===== config.mk =====
export PLATFORM = sky130hd
export DESIGN_NAME = mjph_merge
export DESIGN_NICKNAME = d
export VERILOG_FILES = /design/src/rtl/mjph_pkg.sv /design/src/rtl/mjph_merge.sv
export SDC_FILE = /design/constraint.sdc
export NUM_CORES = 1
export LEC_CHECK = 0
export ABC_AREA = 1
export BUFFER_PORTS_ARGS = -buffer_cell sky130_fd_sc_hd__buf_2
export CORE_MARGIN = 1.5
export CORE_UTILIZATION = 40
export DETAILED_ROUTE_END_ITERATION = 12
export HOLD_SLACK_MARGIN = 0.06
export PLACE_DENSITY = 0.77
export SLEW_MARGIN = 10
export SYNTH_ARGS = -nofsm -noshare
export SYNTH_HDL_FRONTEND = slang
export SYNTH_SLANG_ARGS = --single-unit

===== constraint.sdc =====
create_clock -name i_clk -period 0.8 [get_ports i_clk]
set_input_delay 0.04 -clock i_clk [delete_from_list [all_inputs] [get_ports i_clk]]
set_output_delay 0.04 -clock i_clk [all_outputs]
set_load 0.01 [all_outputs]

===== src/rtl/mjph_pkg.sv =====
// Shared types and constants of the multi-joint PID hold block.
`timescale 1ns / 1ps
package mjph_pkg;

    localparam int MAX_JOINTS = 4;
    localparam int GAIN_W     = 16;
    localparam int ANGLE_W    = 16;
    localparam int ERR_W      = 17;
    localparam int TIME_W     = 32;
    localparam int INTEG_W    = 48;
    localparam int PROD_W     = 50;
    localparam int ACCSUM_W   = 51;
    localparam int PTERM_W    = 33;
    localparam int DTERM_W    = 32;
    localparam int KI_HALF_W  = 24;
    localparam int KILO_W     = 41;
    localparam int KIHI_W     = 40;
    localparam int SUM_W      = 66;
    localparam int ACCEL_W    = 32;
    localparam int CFG_W      = 64;
    localparam int CFG_IDX_W  = 2;

    typedef enum logic [1:0] {
        OP_EVAL   = 2'd0,
        OP_HOLD   = 2'd1,
        OP_IDLE   = 2'd2,
        OP_SETREF = 2'd3
    } t_op;

    typedef enum logic [CFG_IDX_W-1:0] {
        REG_PROP  = 2'd0,
        REG_INTEG = 2'd1,
        REG_DERIV = 2'd2
    } t_cfg_idx;

    typedef enum logic [2:0] {
        ST_IDLE,
        ST_MUL,
        ST_ACC,
        ST_KI,
        ST_SUM,
        ST_OUT
    } t_state;

    typedef struct packed {
        logic run;
        logic ld_err;
        logic ld_ref;
        logic clr_integ;
        logic ld_mul;
        logic ld_acc;
        logic ld_ki;
        logic ld_sum;
    } t_lane_ctl;

    typedef logic signed [ACCEL_W-1:0] t_accel;

endpackage


===== src/rtl/mjph_merge.sv =====
// Output stage: gathers lane results into one output word register.
`timescale 1ns / 1ps
module mjph_merge (
    input  logic              i_clk,
    input  logic              i_rst_n,
    input  logic              i_load,
    input  logic              i_run,
    input  logic              i_hold,
    input  mjph_pkg::t_accel  i_accel [mjph_pkg::MAX_JOINTS],
    input  logic              i_stall,
    output logic              o_ready,
    output logic              o_valid,
    output mjph_pkg::t_accel  o_accel [mjph_pkg::MAX_JOINTS],
    output logic              o_command_valid,
    output logic              o_holding
);
    import mjph_pkg::*;

    logic   r_valid;
    t_accel r_accel [MAX_JOINTS];
    logic   r_cmd;
    logic   r_hold;

    assign o_ready         = !r_valid || !i_stall;
    assign o_valid         = r_valid;
    assign o_command_valid = r_cmd;
    assign o_holding       = r_hold;

    always_comb begin
        for (int j = 0; j < MAX_JOINTS; j++) begin
            o_accel[j] = r_accel[j];
        end
    end

    always_ff @(posedge i_clk) begin
        if (!i_rst_n) begin
            r_valid <= 1'b0;
        end else if (i_load) begin
            r_valid <= 1'b1;
        end else if (!i_stall) begin
            r_valid <= 1'b0;
        end
    end

    always_ff @(posedge i_clk) begin
        if (i_load) begin
            for (int j = 0; j < MAX_JOINTS; j++) begin
                r_accel[j] <= i_run ? i_accel[j] : '0;
            end
            r_cmd  <= i_run;
            r_hold <= i_hold;
        end
    end

endmodule


==> metrics.txt <==
# TYPE chip_impl_metric gauge
chip_impl_metric{name="slew_headroom",unit="%"} 83.1
chip_impl_info{name="worst_hold_path_type",value="primary input to register"} 1
chip_impl_metric{name="clk_path_buf_depth",unit=""} 2
chip_impl_info{name="worst_setup_path_end_kind",value="primary output"} 1
chip_impl_metric{name="detailedRoute.firstPassIterationCount",unit=""} 4
chip_impl_metric{name="drt_iter0_drc",unit=""} 232
chip_impl_metric{name="finish.instance_area",unit="sq um"} 8560
chip_impl_info{name="most-common-layout-cells",value="sky130_fd_sc_hd__buf_2, sky130_fd_sc_hd__inv_1, sky130_fd_sc_hd__dlygate4sd3_1, sky130_fd_sc_hd__edfxtp_1, sky130_fd_sc_hd__nand2_1"} 1
chip_impl_metric{name="critical_path_cell_count",unit=""} 1
chip_impl_metric{name="detailed_place_hpwl",unit="um"} 8180
chip_impl_info{name="violations_in_the_final_reports",value="negative hold slack, negative setup slack"} 1
chip_impl_metric{name="timing.final.crit_share",unit="%"} 128
chip_impl_metric{name="dr_wl_met3",unit="um"} 1300
chip_impl_metric{name="register_bit_count_reported_by_yosys",unit=""} 131
chip_impl_metric{name="drcViolationCount",unit=""} 0
chip_impl_metric{name="crit_required",unit="ps"} 760
chip_impl_info{name="timing.critical_path.from",value="r_accel[0][15]"} 1
chip_impl_info{name="layout_commonest_cell",value="sky130_fd_sc_hd__buf_2"} 1
chip_impl_metric{name="finalWeightedCongestion",unit=""} 0.753
chip_impl_info{name="cts_tree",value="yes"} 1
chip_impl_metric{name="grt_first_pass_wirelength",unit="um"} 21700
chip_impl_metric{name="cts_hold_repair.buffers",unit=""} 130
chip_impl_info{name="hold_path_startpoint",value="i_stall"} 1
chip_impl_metric{name="antenna_found_initial",unit=""} 0
chip_impl_metric{name="power.density_cell_area",unit="nW/um^2"} 2240
chip_impl_metric{name="rows",unit=""} 40
chip_impl_metric{name="post_synth_instance_area",unit="sq um"} 5050
chip_impl_info{name="critical-path-top-delay-family",value="flip-flops"} 1
chip_impl_metric{name="fin_ws",unit="ps"} -227
chip_impl_metric{name="routedLengthMet1",unit="um"} 4880
chip_impl_metric{name="cts-buffers-inserted",unit=""} 17
chip_impl_info{name="cts_root_buffer",value="sky130_fd_sc_hd__clkbuf_16"} 1
chip_impl_metric{name="synth_area_per_cell",unit="sq um"} 12.5
chip_impl_metric{name="achievable-frequency",unit="GHz"} 0.974
chip_impl_info{name="run_status",value="complete, but fails checks"} 1
chip_impl_metric{name="drt-total-wl",unit="um"} 14700
chip_impl_metric{name="grt_pass1_vias",unit=""} 4500
chip_impl_info{name="timing_worst_setup_path_type",value="register to primary output"} 1
chip_impl_metric{name="critical_path.max_stage_delay",unit="ps"} 410
chip_impl_info{name="rsz0062_at_grt",value="true"} 1
chip_impl_metric{name="post_route_ant_nets",unit=""} 0
chip_impl_info{name="critical-path-slowest-cell",value="sky130_fd_sc_hd__edfxtp_1"} 1
chip_impl_metric{name="die_extent_in_x",unit="um"} 115
chip_impl_metric{name="synthDistinctLibCells",unit=""} 7
chip_impl_metric{name="clock_sink_count",unit=""} 131
chip_impl_metric{name="yosys_warnings",unit=""} 0
chip_impl_metric{name="vdd_ir_drop_max",unit="mV"} 1.41
chip_impl_metric{name="gr-total-overflow",unit=""} 0
chip_impl_metric{name="setup-tns-final",unit="ps"} -21270
chip_impl_metric{name="ff2ff_path_depth",unit=""} 2
chip_impl_metric{name="worst_clock_skew_on_the_final_layout",unit="ps"} 0
chip_impl_metric{name="core",unit="sq um"} 12200
chip_impl_metric{name="port-buffer-count",unit=""} 265
chip_impl_metric{name="nets",unit=""} 949
chip_impl_metric{name="grt_start_max_net_pins",unit=""} 60
chip_impl_metric{name="num_io_pins",unit=""} 266
chip_impl_metric{name="report.final.slew_viol_count",unit=""} 0
chip_impl_metric{name="syn-num-nets",unit=""} 539
chip_impl_metric{name="post_dp_cell_area",unit="sq um"} 6570
chip_impl_metric{name="wp_data_arrival",unit="ps"} 990
chip_impl_metric{name="initial_core_util",unit="%"} 41.6
chip_impl_metric{name="clock_insertion_delay_worst_skew",unit="ps"} 410
chip_impl_metric{name="synth_cells",unit=""} 405
chip_impl_metric{name="detail_route.wl_per_cell",unit="um"} 14.7
chip_impl_metric{name="hold_viol_final",unit=""} 1
chip_impl_metric{name="drive_gt1_share",unit="%"} 36.6
chip_impl_metric{name="global_route.usage.total",unit="%"} 22.2
chip_impl_metric{name="detailroute.via_count",unit=""} 4292
chip_impl_metric{name="maxCapViolCount",unit=""} 0
chip_impl_metric{name="area_growth_syn_to_layout",unit="%"} 69.3
chip_impl_metric{name="wl_met2",unit="um"} 7800
chip_impl_metric{name="report.power.total",unit="uW"} 19200
chip_impl_metric{name="post-route-min-period",unit="ps"} 1030
chip_impl_metric{name="cts-htree-levels",unit=""} 4
chip_impl_info{name="routed.top_layer",value="met4"} 1
chip_impl_metric{name="total_die_area",unit="sq um"} 13300
chip_impl_metric{name="critPathMaxFanout",unit=""} 1
chip_impl_info{name="r2r_path_start",value="o_valid"} 1
chip_impl_metric{name="vias_per_instance",unit=""} 4.30
chip_impl_metric{name="timing.reg2reg.setup_slack",unit="ps"} 180
chip_impl_metric{name="die_height",unit="um"} 115
chip_impl_metric{name="clk_pin_slew",unit="ps"} 60
chip_impl_metric{name="ys_seq_area_share",unit="%"} 77.6
chip_impl_info{name="critPathCapture",value="o_accel[111]"} 1
chip_impl_metric{name="tightest_slew",unit="ps"} 254
chip_impl_metric{name="finalHoldWorstSlack",unit="ps"} -89.7
chip_impl_metric{name="cp.buffers_inverters",unit=""} 1
chip_impl_info{name="timing.critical_path.from_type",value="register"} 1
chip_impl_metric{name="p_leak",unit="uW"} 0.00453
chip_impl_metric{name="timing.final.setup_violations",unit=""} 132
chip_impl_info{name="critical_path.reg2reg.endpoint",value="o_valid"} 1
chip_impl_info{name="critical_path.cell_chain",value="buf_2"} 1
tightest hold or removal path, delay by kind of cell:
family,cells,cell delay [ps]
compound gates,1,60
simple gates,1,80
buf+inv,1,100
per-stage QoR:
step / util [%] / std cells / worst slack [ps]
final: 70.4 / 997 / -227
after CTS: 70.2 / 996 / -216
after global routing: 70.3 / 996 / -247
after floorplan: - / 405 / 140
after global placement: 54.0 / 834 / -25.6
after detailed placement: 54.0 / 834 / -45.4
cells in the mapped netlist:
cell type	n	area, sq um
sky130_fd_sc_hd__a21oi_1	1	5.00
sky130_fd_sc_hd__buf_4	1	7.51
sky130_fd_sc_hd__buf_6	13	146
sky130_fd_sc_hd__dfxtp_1	1	20.0
sky130_fd_sc_hd__edfxtp_1	130	3900
sky130_fd_sc_hd__inv_1	130	488
sky130_fd_sc_hd__nand2_1	129	484
final cells by class:
class | count | area, sq um
diodes | 1 | 2.50
clock buffers | 19 | 433
clock inverters | 13 | 213
fillers | 793 | 3600
inverters | 130 | 488
multi-input cells | 130 | 492
flip-flops and latches | 131 | 3930
well taps | 168 | 210
repair buffers | 405 | 2800
logic make-up after synthesis:
| kind of cell | share of synthesized area, % |
|---|---|
| buffers and inverters | 12.7 |
| and+or+nand+nor | 9.58 |
| DFF | 77.6 |
| AOI/OAI and AO/OA | 0.0989 |
state kept, by name, summed over array words and instances (netlist names):
register / count
r_accel: 128
o_command_valid: 1
o_holding: 1
o_valid: 1
routing by layer:
layer | vias up | track usage (%)
li1 | 2041 | -
met1 | 1954 | 21.1
met2 | 239 | 40.4
met3 | 58 | 7.69
met4 | 0 | 14.9
met5 | - | 0
report_power, final:
| part | total (uW) | leakage [uW] | switching, uW | internal, uW |
|---|---|---|---|---|
| Combinational | 2320 | 0.00296 | 1140 | 1180 |
| Sequential | 8310 | 0.00126 | 153 | 8160 |
| Clock | 8550 | 0.000311 | 2760 | 5780 |
worst min-delay path by stage:
stage                                 end  slack, ps  cells past startpoint
after floorplan           o_command_valid        140                      0
final                             o_valid        -90                      3
after global placement          o_holding        220                      1
after global routing              o_valid        -80                      3
after detailed placement        o_holding        220                      1
after CTS                         o_valid       -120                      3
timing repair:
action                                  in CTS  in global routing
hold endpoints to repair                   130                  1
endpoints found under the setup margin     132                132
resized for setup                            6                  4
setup buffers                                0                  0
Power figures use the tool's default switching activity.
